## src/hw/rtl/pcs_pkg.sv

```systemverilog
`timescale 1ns / 1ps
package pcs_pkg;

  localparam int unsigned PaletteSlotsDefault = 8;

  localparam int unsigned CodeW    = 64;
  localparam int unsigned CountW   = 4;
  localparam int unsigned TicksW   = 15;
  localparam int unsigned BatchW   = 8;
  localparam int unsigned RepeatW  = 8;
  localparam int unsigned TickCntW = 16;
  localparam int unsigned SlotW    = 3;
  localparam int unsigned ChanW    = 8;
  localparam int unsigned CfgAddrW = 3;
  localparam int unsigned CfgDataW = 64;
  localparam int unsigned InDataW  = 8;
  localparam int unsigned OutDataW = 32;

  // remainder unit: 9-bit dividend, three quotient bits per step
  localparam int unsigned DivW        = 9;
  localparam int unsigned RemW        = 4;
  localparam int unsigned BitsPerStep = 3;
  localparam int unsigned ModSteps    = DivW / BitsPerStep;
  localparam int unsigned StepW       = $clog2(ModSteps);

  typedef enum logic [CfgAddrW-1:0] {
    CfgPalette     = 3'd0,
    CfgColorCount  = 3'd1,
    CfgOnTicks     = 3'd2,
    CfgOffTicks    = 3'd3,
    CfgBatchSize   = 3'd4,
    CfgRepeatTotal = 3'd5
  } cfg_idx_e;

  typedef struct packed {
    logic load_slot;
    logic load_base;
    logic mod_step;
    logic emit;
    logic base_wr;
  } pcs_cmd_t;

  typedef struct packed {
    logic out_busy;
    logic base_adv;
    logic restart;
  } pcs_sts_t;

  // colour ROM, RRGGBB
  function automatic logic [3*ChanW-1:0] rgb_lookup(input logic [5:0] idx);
    logic [3*ChanW-1:0] rgb;
    unique case (idx)
      6'd0:  rgb = 24'h000000;
      6'd1:  rgb = 24'hFFFFFF;
      6'd2:  rgb = 24'hFFBFBF;
      6'd3:  rgb = 24'hFFFFBF;
      6'd4:  rgb = 24'hBFFFBF;
      6'd5:  rgb = 24'hBFFFFF;
      6'd6:  rgb = 24'hBFBFFF;
      6'd7:  rgb = 24'hFFBFFF;
      6'd8:  rgb = 24'hFF0000;
      6'd9:  rgb = 24'hFF3F00;
      6'd10: rgb = 24'hFF7F00;
      6'd11: rgb = 24'hFFBF00;
      6'd12: rgb = 24'hFFFF00;
      6'd13: rgb = 24'hBFFF00;
      6'd14: rgb = 24'h7FFF00;
      6'd15: rgb = 24'h3FFF00;
      6'd16: rgb = 24'h00FF00;
      6'd17: rgb = 24'h00FF3F;
      6'd18: rgb = 24'h00FF7F;
      6'd19: rgb = 24'h00FFBF;
      6'd20: rgb = 24'h00FFFF;
      6'd21: rgb = 24'h00BFFF;
      6'd22: rgb = 24'h007FFF;
      6'd23: rgb = 24'h003FFF;
      6'd24: rgb = 24'h0000FF;
      6'd25: rgb = 24'h3F00FF;
      6'd26: rgb = 24'h7F00FF;
      6'd27: rgb = 24'hBF00FF;
      6'd28: rgb = 24'hFF00FF;
      6'd29: rgb = 24'hFF00BF;
      6'd30: rgb = 24'hFF007F;
      6'd31: rgb = 24'hFF003F;
      6'd32: rgb = 24'hFF4040;
      6'd33: rgb = 24'hFF7040;
      6'd34: rgb = 24'hFFA040;
      6'd35: rgb = 24'hFFD040;
      6'd36: rgb = 24'hFFFF40;
      6'd37: rgb = 24'hD0FF40;
      6'd38: rgb = 24'hA0FF40;
      6'd39: rgb = 24'h70FF40;
      6'd40: rgb = 24'h40FF40;
      6'd41: rgb = 24'h40FF70;
      6'd42: rgb = 24'h40FFA0;
      6'd43: rgb = 24'h40FFD0;
      6'd44: rgb = 24'h40FFFF;
      6'd45: rgb = 24'h40D0FF;
      6'd46: rgb = 24'h40A0FF;
      6'd47: rgb = 24'h4070FF;
      6'd48: rgb = 24'h4040FF;
      6'd49: rgb = 24'h7040FF;
      6'd50: rgb = 24'hA040FF;
      6'd51: rgb = 24'hD040FF;
      6'd52: rgb = 24'hFF40FF;
      6'd53: rgb = 24'hFF40D0;
      6'd54: rgb = 24'hFF40A0;
      6'd55: rgb = 24'hFF4070;
      6'd56: rgb = 24'h202020;
      6'd57: rgb = 24'h200000;
      6'd58: rgb = 24'h202000;
      6'd59: rgb = 24'h002000;
      6'd60: rgb = 24'h002020;
      6'd61: rgb = 24'h000020;
      6'd62: rgb = 24'h200020;
      default: rgb = 24'h000000;
    endcase
    return rgb;
  endfunction

endpackage

```

## src/hw/rtl/pcs_datapath.sv

```systemverilog
`timescale 1ns / 1ps
module pcs_datapath #(
  parameter int unsigned PaletteSlots = pcs_pkg::PaletteSlotsDefault
) (
  input  logic                          clk_i,
  input  logic                          rst_ni,
  input  logic                          cfg_we_i,
  input  logic [pcs_pkg::CfgAddrW-1:0]  cfg_addr_i,
  input  logic [pcs_pkg::CfgDataW-1:0]  cfg_wdata_i,
  input  logic                          in_restart_i,
  input  pcs_pkg::pcs_cmd_t             cmd_i,
  output pcs_pkg::pcs_sts_t             sts_o,
  output logic                          out_valid_o,
  input  logic                          out_ready_i,
  output logic [pcs_pkg::ChanW-1:0]     out_red_o,
  output logic [pcs_pkg::ChanW-1:0]     out_green_o,
  output logic [pcs_pkg::ChanW-1:0]     out_blue_o,
  output logic                          out_lit_o
);
  import pcs_pkg::*;

  localparam logic [CountW-1:0] SlotsMax = CountW'(PaletteSlots);

  logic [CodeW-1:0]    palette_q;
  logic [CountW-1:0]   color_count_q;
  logic [TicksW-1:0]   on_ticks_q;
  logic [TicksW-1:0]   off_ticks_q;
  logic [BatchW-1:0]   batch_size_q;
  logic [RepeatW-1:0]  repeat_total_q;

  logic [TickCntW-1:0] tick_q;
  logic [SlotW-1:0]    base_q;
  logic [BatchW-1:0]   batch_q;
  logic [RepeatW-1:0]  repeat_q;
  logic                restart_q;

  logic [DivW-1:0]     div_q, div_d;
  logic [RemW-1:0]     rem_q, rem_d;

  logic                out_valid_q;
  logic [ChanW-1:0]    red_q, green_q, blue_q;
  logic                lit_q;

  logic [CountW-1:0]   n_eff;
  logic [RemW:0]       part;
  logic [TickCntW-1:0] tick_inc, period;
  logic [BatchW-1:0]   batch_inc;
  logic [RepeatW-1:0]  repeat_inc;
  logic                period_end, batch_wrap, repeat_wrap;
  logic                lit;
  logic [SlotW-1:0]    slot;
  logic [7:0]          code;
  logic [1:0]          shade;
  logic [3*ChanW-1:0]  rgb;

  always_comb begin
    if (color_count_q == '0) begin
      n_eff = CountW'(1);
    end else if (color_count_q > SlotsMax) begin
      n_eff = SlotsMax;
    end else begin
      n_eff = color_count_q;
    end
  end

  always_comb begin
    rem_d = rem_q;
    div_d = div_q;
    part  = '0;
    for (int k = 0; k < BitsPerStep; k++) begin
      part = {rem_d, div_d[DivW-1]};
      if (part >= {1'b0, n_eff}) begin
        part = part - {1'b0, n_eff};
      end
      rem_d = part[RemW-1:0];
      div_d = {div_d[DivW-2:0], 1'b0};
    end
  end

  assign tick_inc    = tick_q + TickCntW'(1);
  assign period      = TickCntW'(on_ticks_q) + TickCntW'(off_ticks_q);
  assign period_end  = tick_inc >= period;
  assign batch_inc   = batch_q + BatchW'(1);
  assign batch_wrap  = batch_inc >= batch_size_q;
  assign repeat_inc  = repeat_q + RepeatW'(1);
  assign repeat_wrap = repeat_inc >= repeat_total_q;

  assign lit   = tick_q < TickCntW'(on_ticks_q);
  assign slot  = rem_q[SlotW-1:0];
  assign code  = palette_q[{slot, 3'b000} +: 8];
  assign shade = code[7:6];
  assign rgb   = rgb_lookup(code[5:0]);

  always_ff @(posedge clk_i or negedge rst_ni) begin
    if (!rst_ni) begin
      palette_q      <= '0;
      color_count_q  <= CountW'(1);
      on_ticks_q     <= '0;
      off_ticks_q    <= '0;
      batch_size_q   <= BatchW'(1);
      repeat_total_q <= RepeatW'(1);
    end else if (cfg_we_i) begin
      unique case (cfg_idx_e'(cfg_addr_i))
        CfgPalette:     palette_q      <= cfg_wdata_i;
        CfgColorCount:  color_count_q  <= cfg_wdata_i[CountW-1:0];
        CfgOnTicks:     on_ticks_q     <= cfg_wdata_i[TicksW-1:0];
        CfgOffTicks:    off_ticks_q    <= cfg_wdata_i[TicksW-1:0];
        CfgBatchSize:   batch_size_q   <= cfg_wdata_i[BatchW-1:0];
        CfgRepeatTotal: repeat_total_q <= cfg_wdata_i[RepeatW-1:0];
        default: ;
      endcase
    end
  end

  always_ff @(posedge clk_i or negedge rst_ni) begin
    if (!rst_ni) begin
      tick_q    <= '0;
      base_q    <= '0;
      batch_q   <= '0;
      repeat_q  <= '0;
      restart_q <= 1'b0;
    end else begin
      if (cmd_i.load_slot) begin
        restart_q <= in_restart_i;
        if (in_restart_i) begin
          tick_q  <= '0;
          base_q  <= '0;
          batch_q <= '0;
        end
      end
      if (cmd_i.emit && !restart_q) begin
        if (period_end) begin
          tick_q <= '0;
          if (batch_wrap) begin
            batch_q  <= '0;
            repeat_q <= repeat_wrap ? '0 : repeat_inc;
          end else begin
            batch_q <= batch_inc;
          end
        end else begin
          tick_q <= tick_inc;
        end
      end
      if (cmd_i.base_wr) begin
        base_q <= rem_q[SlotW-1:0];
      end
    end
  end

  always_ff @(posedge clk_i) begin
    if (cmd_i.load_slot) begin
      div_q <= in_restart_i ? '0 : DivW'(base_q) + DivW'(batch_q);
      rem_q <= '0;
    end else if (cmd_i.load_base) begin
      div_q <= DivW'(base_q) + DivW'(1);
      rem_q <= '0;
    end else if (cmd_i.mod_step) begin
      div_q <= div_d;
      rem_q <= rem_d;
    end
  end

  always_ff @(posedge clk_i or negedge rst_ni) begin
    if (!rst_ni) begin
      out_valid_q <= 1'b0;
    end else begin
      out_valid_q <= cmd_i.emit || (out_valid_q && !out_ready_i);
    end
  end

  always_ff @(posedge clk_i) begin
    if (cmd_i.emit) begin
      lit_q   <= lit;
      red_q   <= lit ? (rgb[3*ChanW-1:2*ChanW] >> shade) : '0;
      green_q <= lit ? (rgb[2*ChanW-1:ChanW] >> shade) : '0;
      blue_q  <= lit ? (rgb[ChanW-1:0] >> shade) : '0;
    end
  end

  assign sts_o.out_busy = out_valid_q && !out_ready_i;
  assign sts_o.base_adv = period_end && batch_wrap && repeat_wrap;
  assign sts_o.restart  = restart_q;

  assign out_valid_o = out_valid_q;
  assign out_red_o   = red_q;
  assign out_green_o = green_q;
  assign out_blue_o  = blue_q;
  assign out_lit_o   = lit_q;

endmodule

```

## src/hw/rtl/pcs_ctrl.sv

```systemverilog
`timescale 1ns / 1ps
module pcs_ctrl (
  input  logic              clk_i,
  input  logic              rst_ni,
  input  logic              in_valid_i,
  output logic              in_ready_o,
  input  pcs_pkg::pcs_sts_t sts_i,
  output pcs_pkg::pcs_cmd_t cmd_o
);
  import pcs_pkg::*;

  typedef enum logic [2:0] {
    SIdle,
    SSlot,
    SEmit,
    SBase,
    SBaseWr
  } state_e;

  localparam logic [StepW-1:0] LastStep = StepW'(ModSteps - 1);

  state_e           state_q;
  logic [StepW-1:0] step_q;
  logic             in_ready_q;

  always_comb begin
    cmd_o           = '0;
    cmd_o.load_slot = (state_q == SIdle) && in_ready_q && in_valid_i;
    unique case (state_q)
      SIdle: ;
      SSlot: cmd_o.mod_step = 1'b1;
      SEmit: begin
        cmd_o.emit      = !sts_i.out_busy;
        cmd_o.load_base = !sts_i.out_busy && !sts_i.restart && sts_i.base_adv;
      end
      SBase:   cmd_o.mod_step = 1'b1;
      SBaseWr: cmd_o.base_wr  = 1'b1;
      default: ;
    endcase
  end

  always_ff @(posedge clk_i or negedge rst_ni) begin
    if (!rst_ni) begin
      state_q    <= SIdle;
      step_q     <= '0;
      in_ready_q <= 1'b1;
    end else begin
      unique case (state_q)
        SIdle: begin
          if (in_ready_q && in_valid_i) begin
            state_q    <= SSlot;
            step_q     <= '0;
            in_ready_q <= 1'b0;
          end
        end
        SSlot: begin
          step_q <= step_q + StepW'(1);
          if (step_q == LastStep) begin
            state_q <= SEmit;
          end
        end
        SEmit: begin
          if (!sts_i.out_busy) begin
            if (!sts_i.restart && sts_i.base_adv) begin
              state_q <= SBase;
              step_q  <= '0;
            end else begin
              state_q    <= SIdle;
              in_ready_q <= 1'b1;
            end
          end
        end
        SBase: begin
          step_q <= step_q + StepW'(1);
          if (step_q == LastStep) begin
            state_q <= SBaseWr;
          end
        end
        SBaseWr: begin
          state_q    <= SIdle;
          in_ready_q <= 1'b1;
        end
        default: begin
          state_q    <= SIdle;
          in_ready_q <= 1'b1;
        end
      endcase
    end
  end

  assign in_ready_o = in_ready_q;

endmodule

```

## src/hw/rtl/palette_candy_strobe_core.sv

```systemverilog
`timescale 1ns / 1ps
// A tick transfer runs 3 remainder steps, then the render step registers the result.
// A tick is taken only after the previous one is finished; when the base colour advances,
// it also makes a second pass through the 3-bits-per-cycle remainder unit and the write-back.
// A stalled output holds the render step; the next tick is taken once rendering and any write-back are done.
// Reset (asynchronous, active low) clears counters and loads register defaults.
module palette_candy_strobe_core #(
  parameter int unsigned PaletteSlots = pcs_pkg::PaletteSlotsDefault
) (
  input  logic                          clk_i,
  input  logic                          rst_ni,
  input  logic                          cfg_we_i,
  input  logic [pcs_pkg::CfgAddrW-1:0]  cfg_addr_i,
  input  logic [pcs_pkg::CfgDataW-1:0]  cfg_wdata_i,
  input  logic                          s_axis_tvalid,
  output logic                          s_axis_tready,
  input  logic [pcs_pkg::InDataW-1:0]   s_axis_tdata,  // restart
  output logic                          m_axis_tvalid,
  input  logic                          m_axis_tready,
  output logic [pcs_pkg::OutDataW-1:0]  m_axis_tdata   // red, green, blue, lit
);
  import pcs_pkg::*;

  pcs_cmd_t         cmd;
  pcs_sts_t         sts;
  logic [ChanW-1:0] red, green, blue;
  logic             lit;

  pcs_ctrl u_ctrl (
    .clk_i      (clk_i),
    .rst_ni     (rst_ni),
    .in_valid_i (s_axis_tvalid),
    .in_ready_o (s_axis_tready),
    .sts_i      (sts),
    .cmd_o      (cmd)
  );

  pcs_datapath #(
    .PaletteSlots (PaletteSlots)
  ) u_datapath (
    .clk_i        (clk_i),
    .rst_ni       (rst_ni),
    .cfg_we_i     (cfg_we_i),
    .cfg_addr_i   (cfg_addr_i),
    .cfg_wdata_i  (cfg_wdata_i),
    .in_restart_i (s_axis_tdata[0]),
    .cmd_i        (cmd),
    .sts_o        (sts),
    .out_valid_o  (m_axis_tvalid),
    .out_ready_i  (m_axis_tready),
    .out_red_o    (red),
    .out_green_o  (green),
    .out_blue_o   (blue),
    .out_lit_o    (lit)
  );

  assign m_axis_tdata = {(OutDataW - 3 * ChanW - 1)'(0), lit, blue, green, red};

endmodule

```

## config.mk

```make
export PLATFORM = sky130hd
export DESIGN_NAME = palette_candy_strobe_core
export DESIGN_NICKNAME = d
export VERILOG_FILES = /design/src/hw/rtl/pcs_pkg.sv /design/src/hw/rtl/pcs_datapath.sv /design/src/hw/rtl/pcs_ctrl.sv /design/src/hw/rtl/palette_candy_strobe_core.sv
export SDC_FILE = /design/constraint.sdc
export NUM_CORES = 1
export LEC_CHECK = 0
export BUFFER_PORTS_ARGS = -buffer_cell sky130_fd_sc_hd__buf_2
export CAP_MARGIN = 20
export CORE_ASPECT_RATIO = 0.7
export CORE_MARGIN = 4
export CORE_UTILIZATION = 61
export CTS_CLUSTER_SIZE = 20
export DETAILED_ROUTE_END_ITERATION = 10
export PLACE_DENSITY = 0.82
export SKIP_LAST_GASP = 1
export SYNTH_ARGS = -nofsm -noshare
export SYNTH_HDL_FRONTEND = slang
export SYNTH_SLANG_ARGS = --single-unit
```

## constraint.sdc

```tcl
create_clock -name clk_i -period 5.5 [get_ports clk_i]
set_clock_uncertainty 0.2 [all_clocks]
set_input_delay 1.1 -clock clk_i [delete_from_list [all_inputs] [get_ports clk_i]]
set_output_delay 1.1 -clock clk_i [all_outputs]
set_load 0.05 [all_outputs]
```

==> results.txt, run 1 <==
Min-delay worst type = flip-flop to flip-flop
Post-Synth Adder-Cell Area = 9.81%
Combinational family with the most area after synthesis = compound AO/OA/AOI/OAI gates
CTS root buffer = clkbuf_16
Max-slew violation count = 0
Largest net degree at the start of global routing = 96
Inst Count DP = 1486
Commonest cells after routing, fill and taps aside = dfrtp_1 (153), mux2_2 (105), buf_2 (98), nand2_1 (94), ha_1 (88)
Final min period = 5240 ps
Flops & latches, synth = 195
CP max FO = 4
Die extent in y = 127 microns
Sequential area share after synthesis = 41.1%
Slew HR = 27.6%
Status = finished clean
CTS H-tree depth = 4
Syn Inst Count = 1143
Die Area = 22400 sq um
Clk sink count = 195
Io pins = 114
Switch Pwr = 1.73 mW
Die X = 177 microns
Launch point of the worst path = u_datapath.color_count_q[3]
Synth unique cells = 81
DRT iter0 DRCs = 967
Final worst path period share = 95.3%
Core Region = 19700 sq um
Post-synth EDFFs = 34
Clock network power share = 26.3%
Via count = 9600
CP required = 5670 ps
DRT Pass-1 Iters = 5
Final GP Congestion = 1.02
Simple-gate share of the synthesized area = 10.5%
Port bufs = 99
R2R depth = 20
Max-cap violations = 0
CP Capture Type = flip-flop
PD cells = 351 nW/um^2
Leak = 6.24 nW
Ys async rst share = 80.5%
Non-Filler Instances = 1526
Post-DP HPWL = 22.3 mm
First-pass GRT wire length = 49.7 mm
Nets = 1414
Reg power frac = 37.1%
Final setup vio count = 0
Vias in the first global route = 9335
Mux share of post-synthesis cell area = 14.8%
CP startpoint kind = flip-flop
Reg-to-Reg End = u_datapath.rem_q[2]
Power, Total = 4.80 mW
Post-synth top area share = 31.3%
Gr usage total = 27.9%
Flop-to-flop setup slack = 260 ps
Worst VDD drop = 0.316 mV
Layout cells sized above 1 = 25.0%
RSZ-0062 raised after global routing = false
CTS tree = done
Setup TNS = 0 ps
Clk buf depth = 2
Synth Area in XOR/XNOR = 3.51%
Crit Path Category = flip-flop to flip-flop
Ys Warns = 0
Crit path DAT = 5420 ps
Internal power = 3.07 mW
Worst setup endpoint = u_datapath.rem_q[2]
Clock Latency Late Sink = 450 ps
Routed WL = 30.8 mm
Vias/cell = 6.29
Switch share = 36.0%
Fmax = 191 MHz
Mean Syn Cell Area = 10.7 sq um
Row cnt = 43
Post-synth top flop = dfrtp_1
Avg WL per Cell = 20.2 microns
CTS Hold Buffers Added = 0
Initial Util = 62.0%
Cell taking the most area after synthesis = dfrtp_1
Post-Synthesis Cell Area = 12200 sq um
Area Overhead vs Synth = 11.8%
Clock-pin transition on the worst setup and hold timing paths = 90 ps
Initial antenna violation count = 3
Worst-Margin Slew = 1060 ps
Worst r2r src = u_datapath.color_count_q[3]
Synth Area in Compound Gates = 16.1%
Ranking of synthesized cells by area = dfrtp_1 (31%), mux2_2 (9.7%), ha_1 (9.0%)
Fin. Hold Viols = 0
# DRC = 0
Post-DRT Antenna Nets = 0
CTS buffer count = 17
Total global routing overflow = 0
Gate power share = 36.7%
Most common cell after layout, fill and taps aside = dfrtp_1
==> registers in the layout, summed over array words and instances, names as in the netlist, 2 cells and up <==
signal and cells:
u_datapath.palette_q 64, u_datapath.tick_q 16, u_datapath.off_ticks_q 15, u_datapath.on_ticks_q 15, u_datapath.div_q 9, u_datapath.batch_q 8, u_datapath.batch_size_q 8, u_datapath.out_blue_o 8
u_datapath.out_green_o 8, u_datapath.out_red_o 8, u_datapath.repeat_q 8, u_datapath.repeat_total_q 8, u_datapath.color_count_q 4, u_datapath.rem_q 4, u_ctrl.state_q 3, u_datapath.base_q 3
u_ctrl.step_q 2
==> worst max-delay path, stage by stage, from the launching register on <==
cell      delay, ps
dfrtp_1         410
inv_1           120
nand2_1         140
ha_1            350
and2_1          220
a311oi_2        240
nand3_1         160
mux2_2          340
inv_1            70
ha_1            230
a21o_1          150
a21o_1          200
a221oi_4        350
mux2_2          410
inv_1            60
ha_1            260
a21o_1          210
a221oi_1        350
mux2i_2         190
or3_1           340
a31oi_1         160
==> final cells by class <==
cell class,count,area (sq um)
Multi-Input combinational cell,845,6780
Fill cell,1461,6060
Sequential cell,195,5030
Timing Repair Buffer,126,712
Clock buffer,17,425
Tap cell,270,338
Inverter,56,210
Clock inverter,15,184
Antenna cell,2,5.00
==> metrics by stage <==
step / hold WS, ps / setup slack (ps) / utilization [%] / instance area [sq um]
after floorplan: 248 / 529 / - / 12300
final: 302 / 257 / 69.3 / 13700
after global placement: 261 / 215 / 65.8 / 13000
after CTS: 297 / 74.3 / 68.9 / 13600
after detailed placement: 277 / 64.1 / 65.8 / 13000
after global routing: 322 / 4.62 / 69.3 / 13700
==> layer usage <==
metal / up-vias / routed length (microns) / track usage (%)
met5: - / 27 / 0
met4: 4 / 437 / 6.77
met3: 49 / 2720 / 7.42
met2: 418 / 13500 / 40.9
met1: 4707 / 14100 / 41.7
li1: 4422 / - / -
==> how the worst min path moves through the flow <==
stage                              from                  endpoint  slack [ps]  cells after the start
2_1_floorplan      u_datapath.restart_q      u_datapath.restart_q         250                      2
3_3_place_gp       u_datapath.restart_q      u_datapath.restart_q         260                      2
3_5_place_dp       u_datapath.restart_q      u_datapath.restart_q         280                      2
4_1_cts            u_datapath.restart_q      u_datapath.restart_q         300                      2
5_1_grt        u_datapath.palette_q[63]  u_datapath.palette_q[63]         320                      1
6_report           u_datapath.restart_q      u_datapath.restart_q         300                      2
==> kinds of logic after synthesis <==
logic type,count (synthesis)
compound gates,283
xor+xnor,49
fa+ha+maj,93
buf+inv,109
flops,195
mux,141
other cells,1
simple gates,272
==> synth_stat cells, drive strengths merged, types with 5 or more instances <==
cell    number
dfrtp      153
mux2       108
nand2       95
ha          88
o21ai       85
inv         56
nor2        56
nand3       43
edfxtp      34
a21oi       31
clkbuf      30
a21o        26
xnor2       25
xor2        24
buf         23
a22o        17
mux2i       17
mux4        16
nor3        14
a211oi      12
and2        12
nand2b      12
o22ai       12
and3        10
o21a         9
a221oi       8
a31oi        8
a32o         7
nor2b        6
o211ai       6
a211o        5
fa           5
nand4        5
or2          5
==> power by group through the flow <==
stage | registers [mW] | clock network (mW) | logic, mW
floorplan | 1.77 | 0 | 1.27
global route | 1.80 | 1.34 | 1.93
global placement | 1.79 | 0 | 1.58
CTS | 1.78 | 1.27 | 1.67
finish | 1.78 | 1.26 | 1.76
detailed placement | 1.81 | 0 | 1.64
==> repair_timing <==
| action | CTS | global route |
|---|---|---|
| endpoints found under the setup margin | 1 | 47 |
| pin swaps | 0 | 2 |
| buffers inserted | 0 | 4 |
| resized for setup | 1 | 9 |
No activity file was read; power rests on OpenSTA's default activity.
==> run 2, diff against run 1 <==
- CORE_UTILIZATION: 61 -> 55
- PLACE_DENSITY: 0.82 -> 0.78
- clock period: 5.5 -> 4.66 ns (I/O delays scaled with it)
==> results.txt, run 2 (synthesis gave the netlist of run 1 again) <==
Status = finished with violations
Failing checks = negative setup slack
Vias/cell = 6.27 (-0.34%)
Clock Latency Late Sink = 450 ps (about the same)
Largest registers = u_datapath.palette_q x64, u_datapath.tick_q x16
Post-DRT Antenna Nets = 0 (unchanged)
Largest Register = u_datapath.palette_q
Fin. Hold Viols = 0 (unchanged)
Hold path depth = 2 (unchanged)
Final worst path period share = 103% (+8.1 points)
Nets = 1467 (+3.7%)
Largest net degree at the start of global routing = 91 (-5.2%)
Avg WL per Cell = 20.6 microns (+2.1%)
Reg-to-Reg End = u_datapath.rem_q[3]
RSZ-0062 raised after global routing = true
Final setup vio count = 4 (+4)
PD cells = 412 nW/um^2 (+17%)
CP max FO = 4 (unchanged)
Port bufs = 99 (unchanged)
Gr usage total = 25.8% (-2.1 points)
Die extent in y = 133 microns (+5.0%)
CTS tree = done
Leak = 6.59 nW (+5.7%)
CTS Hold Buffers Added = 0 (unchanged)
CTS root buffer = clkbuf_16
Total global routing overflow = 0 (unchanged)
Worst setup endpoint = u_datapath.rem_q[3]
# DRC = 0 (unchanged)
R2R depth = 20 (unchanged)
Setup TNS = -515 ps (-515 ps)
Crit Path Category = flip-flop to flip-flop
Clk sink count = 195 (unchanged)
Vias in the first global route = 9610 (+2.9%)
Worst r2r src = u_datapath.color_count_q[0]
DRT iter0 DRCs = 1061 (+9.7%)
Crit path DAT = 4980 ps (-440 ps)
Io pins = 114 (unchanged)
Clk buf depth = 2 (unchanged)
Clock-pin transition on the worst setup and hold timing paths = 80 ps (about the same)
Commonest cells after routing, fill and taps aside = dfrtp_1 (153), mux2_2 (102), buf_2 (98), nand2_1 (91), ha_1 (83)
Max-slew violation count = 0 (unchanged)
Initial Util = 56.2% (-5.8 points)
Inst Count DP = 1527 (+2.8%)
Worst VDD drop = 0.286 mV (-9.3%)
Core Region = 21800 sq um (+10%)
Hold Slack = 286 ps (-16.3 ps)
Post-route worst setup slack = -158 ps (-415 ps)
Most common cell after layout, fill and taps aside = dfrtp_1
CP Capture Type = flip-flop
Area Overhead vs Synth = 17.8%
Power, Total = 5.95 mW (+24%)
Routed WL = 32.7 mm (+6.3%)
CTS buffer count = 17 (unchanged)
Launch point of the worst path = u_datapath.color_count_q[0]
Non-Filler Instances = 1589 (+4.1%)
Die X = 186 microns (+5.1%)
Flop-to-flop setup slack = -160 ps (-410 ps)
Final GP Congestion = 0.965 (-5.5%)
Slew HR = 28.1% (+0.50 points)
Post-DP HPWL = 23.2 mm (+3.9%)
CP startpoint kind = flip-flop
Worst-Margin Slew = 1080 ps (+22.7 ps)
Final min period = 4820 ps (-425 ps)
Max-cap violations = 0 (unchanged)
Row cnt = 45 (+4.7%)
Initial antenna violation count = 1 (-2)
CTS H-tree depth = 4 (unchanged)
Via count = 9962 (+3.8%)
Die Area = 24800 sq um (+10%)
Max reg flops = 64 (unchanged)
Antenna diodes = 0 (-2)
Fmax = 208 MHz (+8.8%)
DRT Pass-1 Iters = 8 (+3)
Layout cells sized above 1 = 30.7% (+5.6 points)
CP required = 4820 ps (-850 ps)
First-pass GRT wire length = 51.4 mm (+3.4%)
Min-delay worst type = flip-flop to flip-flop
-- run 2: cell count changes in the layout (fill, tap and decap cells not counted), moves of 4 or more --
cell      delta
buf_4       +37
buf_6       +15
clkinv_8     -4
ha_1         -5
ha_4         +4
o21ai_0     -13
o21ai_1      +9
-- run 2: where the power goes --
part / switching (mW) / internal, mW / leakage (nW)
Combinational: 1.26 / 1.10 / 4.05
Clock: 0.737 / 0.755 / 0.283
Sequential: 0.122 / 1.98 / 2.25
Total: 2.11 / 3.83 / 6.59
-- run 2: cell type report --
cell class | count | area, sq um
Clock buffer | 21 | 472
Clock inverter | 11 | 115
Fill cell | 1645 | 7360
Inverter | 56 | 210
Multi-Input combinational cell | 846 | 7080
Sequential cell | 195 | 5030
Tap cell | 282 | 353
Timing Repair Buffer | 178 | 1160
-- run 2: stage by stage --
step                util [%]  setup WS (ps)  area (sq um)
floorplan                  -           -149         12300
global placement        61.0           -151         13300
detailed placement      61.0           -320         13300
CTS                     64.9          -56.8         14100
global route            66.2           -366         14400
finish                  66.2           -158         14400
-- run 2: worst max-delay path, stage by stage, from the launching register on --
cell,delay [ps]
dfstp_2,550
nor2_2,50
nor2_2,130
ha_1,280
a311oi_2,290
nand3_1,160
mux2_4,330
inv_2,60
ha_4,190
a21o_1,140
a21o_1,190
a221oi_4,340
mux2i_2,290
ha_1,270
a21o_1,180
a21o_1,180
a221oi_2,270
mux2i_2,120
buf_4,170
mux2i_1,120
a211oi_1,210
-- run 2: how the worst min path moves through the flow --
stage,start,endpoint,slack (ps)
global placement,u_datapath.restart_q,u_datapath.restart_q,260
floorplan,u_datapath.restart_q,u_datapath.restart_q,250
global route,u_datapath.palette_q[25],u_datapath.palette_q[25],310
CTS,u_datapath.restart_q,u_datapath.restart_q,290
finish,u_datapath.restart_q,u_datapath.restart_q,290
detailed placement,u_datapath.restart_q,u_datapath.restart_q,270
-- run 2: routing by layer --
layer,part of all wire [%],up-vias,GRT usage (%)
met5,0.040,-,0
met4,1.8,2,5.99
met3,7.6,56,6.80
met2,45,433,39.0
met1,45,4948,37.6
li1,-,4523,-
-- run 2: what timing repair did --
item	in CTS	in global routing
pin swaps	31	38
setup buffers	12	13
setup endpoints to repair	58	59
resized for setup	35	47
cloned	2	2
==> run 3, diff against run 2 <==
- HOLD_SLACK_MARGIN: default -> 0.06
- MAX_ROUTING_LAYER: default -> met4
==> results.txt, run 3 (synthesis gave the netlist of run 1 again) <==
Io pins = 114 (unchanged)
DRT iter0 DRCs = 896 (-16%)
Placed instance area = 13300 sq um (+0.17%)
Core Region = 21800 sq um (unchanged)
Largest net degree at the start of global routing = 94 (+3.3%)
Clock Latency Late Sink = 460 ps (about the same)
Largest registers = u_datapath.palette_q x64, u_datapath.tick_q x16
Multi-input gate area = 7200 sq um (+1.7%)
CP bufs+invs = 4 (+2)
Worst r2r src = u_datapath.on_ticks_q[0]
Initial Util = 56.2% (unchanged)
Reg power frac = 34.8% (-0.5 points)
Die Area = 24800 sq um (unchanged)
Final setup vio count = 41 (+37)
# DRC = 0 (unchanged)
Clock-pin transition on the worst setup and hold timing paths = 90 ps (about the same)
CTS root buffer = clkbuf_16
Switch share = 36.3% (+0.74 points)
Die X = 186 microns (unchanged)
Via count = 9803 (-1.6%)
Die extent in y = 133 microns (unchanged)
Leak = 6.64 nW (+0.85%)
CP startpoint kind = flip-flop
Cell mode on critical path = buf_4
Hold wc startpoint = u_datapath.restart_q
Critical-path cell list = ha_2 -> fa_2 -> a21o_1 -> a21o_1 -> a2111oi_4 -> buf_4 -> o31ai_4 -> o41ai_2 -> buf_4 -> buf_6 -> a311oi_2 -> ha_1 -> o2111ai_2 -> a211o_1 -> o21ai_4 -> nand4_1 -> buf_4 -> o311ai_2 -> o311ai_1
CP required = 4630 ps (-190 ps)
Initial antenna violation count = 0 (-1)
Post-DRT Antenna Nets = 0 (unchanged)
Vias in the first global route = 9473 (-1.4%)
CTS tree = done
Row cnt = 45 (unchanged)
Inst Count DP = 1530 (+0.20%)
Max reg flops = 64 (unchanged)
RSZ-0062 raised after global routing = true
CTS H-tree depth = 4 (unchanged)
Commonest cells after routing, fill and taps aside = dfrtp_1 (153), mux2_2 (100), buf_2 (98), nand2_1 (90), ha_1 (80)
Final min period = 4840 ps (+25.6 ps)
Post-layout util = 67.1% (+0.90 points)
Max-slew violation count = 0 (unchanged)
Worst-Margin Slew = 1490 ps (+407 ps)
Hold Crit Endpoint = u_datapath.restart_q
Non-Filler Instances = 1593 (+0.25%)
Post-DP HPWL = 23.3 mm (+0.33%)
Crit path DAT = 4810 ps (-170 ps)
Clock network power share = 25.2% (about the same)
Slew HR = 0.942% (-27 points)
Port bufs = 99 (unchanged)
Final worst path period share = 104% (+0.55 points)
Status = finished with violations
PD cells = 412 nW/um^2 (about the same)
Slowest Stage Delay on Critical Path = 400 ps (-150 ps)
DRT Pass-1 Iters = 5 (-3)
Fin. Hold Viols = 0 (unchanged)
Switch Pwr = 2.19 mW (+3.5%)
Flop-to-flop setup slack = -180 ps (-30 ps)
Layout cells sized above 1 = 32.5% (+1.8 points)
Routed WL = 33.2 mm (+1.4%)
Total global routing overflow = 0 (unchanged)
Max-cap violations = 1 (+1)
Fin area = 14600 sq um (+1.4%)
Fmax = 206 MHz (-0.53%)
Nets = 1471 (+0.27%)
Power, Total = 6.03 mW (+1.4%)
Critical Path Slowest Stage Cell = dfrtp_1
Crit. path cell count = 19 (-5.0%)
Avg WL per Cell = 20.8 microns (+1.1%)
CP max FO = 4 (unchanged)
Post-route worst setup slack = -184 ps (-25.6 ps)
Clk sink count = 195 (unchanged)
Final GP Congestion = 0.932 (-3.4%)
Largest Register = u_datapath.palette_q
Post-place setup slack = -328 ps (-8.37 ps)
Internal power = 3.84 mW (+0.23%)
Antenna diodes = 0 (unchanged)
CTS Hold Buffers Added = 0 (unchanged)
Reg-to-Reg End = u_datapath.div_q[3]
Gr usage total = 26.7% (+0.96 points)
Vias/cell = 6.15 (-1.8%)
Area Overhead vs Synth = 19.4%
Hold path depth = 2 (unchanged)
Failing checks = max-capacitance violations, negative setup slack
Storage element area = 5030 sq um (unchanged)
CTS buffer count = 17 (unchanged)
Most common cell after layout, fill and taps aside = dfrtp_1
Worst VDD drop = 0.338 mV (+18%)
Clk buf depth = 2 (unchanged)
CP Capture Type = flip-flop
Gate power share = 40.0% (+0.4 points)
Crit path max-delay family = compound AO/OA/AOI/OAI gates
First-pass GRT wire length = 51.8 mm (+0.83%)
Crit Path Category = flip-flop to flip-flop
Fillers = 1664 (+1.2%)
R2R depth = 19 (-5.0%)
Min-delay worst type = flip-flop to flip-flop
run 3: cell count changes in the layout (fill, tap and decap cells not counted), moves of 3 or more:
cell | before | now
ha_1 | 83 | 80
inv_8 | 2 | 6
buf_6 | 16 | 19
o21ai_2 | 4 | 13
ha_4 | 4 | 7
o21ai_0 | 69 | 59
clkinv_4 | 3 | 0
run 3: worst min-delay path: cells and delay by family (launching register included):
kind          cells  cell delay (ps)
flops             1              350
simple gates      2              100
run 3: worst max-delay path by stage:
| stage | start | slack, ps | endpoint |
|---|---|---|---|
| floorplan | u_datapath.color_count_q[0] | -150 | u_datapath.rem_q[2] |
| global placement | u_datapath.off_ticks_q[0] | -110 | u_datapath.batch_q[0] |
| detailed placement | u_datapath.off_ticks_q[0] | -330 | u_datapath.batch_q[0] |
| CTS | u_datapath.color_count_q[0] | -120 | u_datapath.rem_q[2] |
| global route | u_datapath.color_count_q[2] | -390 | u_datapath.rem_q[3] |
| finish | u_datapath.on_ticks_q[0] | -180 | u_datapath.div_q[3] |
run 3: power by group through the flow:
| stage | Sequential (mW) | Combinational [mW] | Clock, mW |
|---|---|---|---|
| 5_1_grt | 2.12 | 2.62 | 1.61 |
| 3_3_place_gp | 2.12 | 2.06 | 0 |
| 4_1_cts | 2.09 | 2.25 | 1.54 |
| 2_1_floorplan | 2.09 | 1.54 | 0 |
| 3_5_place_dp | 2.13 | 2.13 | 0 |
| 6_report | 2.10 | 2.41 | 1.52 |
run 3: layout make-up:
class	count	area share, %
Tap cell	282	2.41
Timing Repair Buffer	182	8.38
Sequential cell	195	34.4
Clock buffer	17	2.91
Multi-Input combinational cell	846	49.2
Inverter	56	1.44
Clock inverter	15	1.22
run 3: timing repair:
item | in CTS | in global routing
gates resized for setup | 33 | 85
setup endpoints to repair | 56 | 58
buffers inserted | 10 | 17
cloned | 0 | 3
pin swaps | 26 | 48
run 3: routing by layer:
layer	part of all wire [%]	track usage (%)	vias to the layer above
li1	-	-	4545
met1	47	38.5	4888
met2	46	39.8	333
met3	6.2	5.09	37
met4	1.3	5.91	0
met5	0	-	-
run 3: stage by stage:
stage	hold WS (ps)	setup TNS, ps
2_1_floorplan	248	-149
3_3_place_gp	260	-1600
3_5_place_dp	265	-8720
4_1_cts	288	-609
5_1_grt	307	-12210
6_report	287	-2430
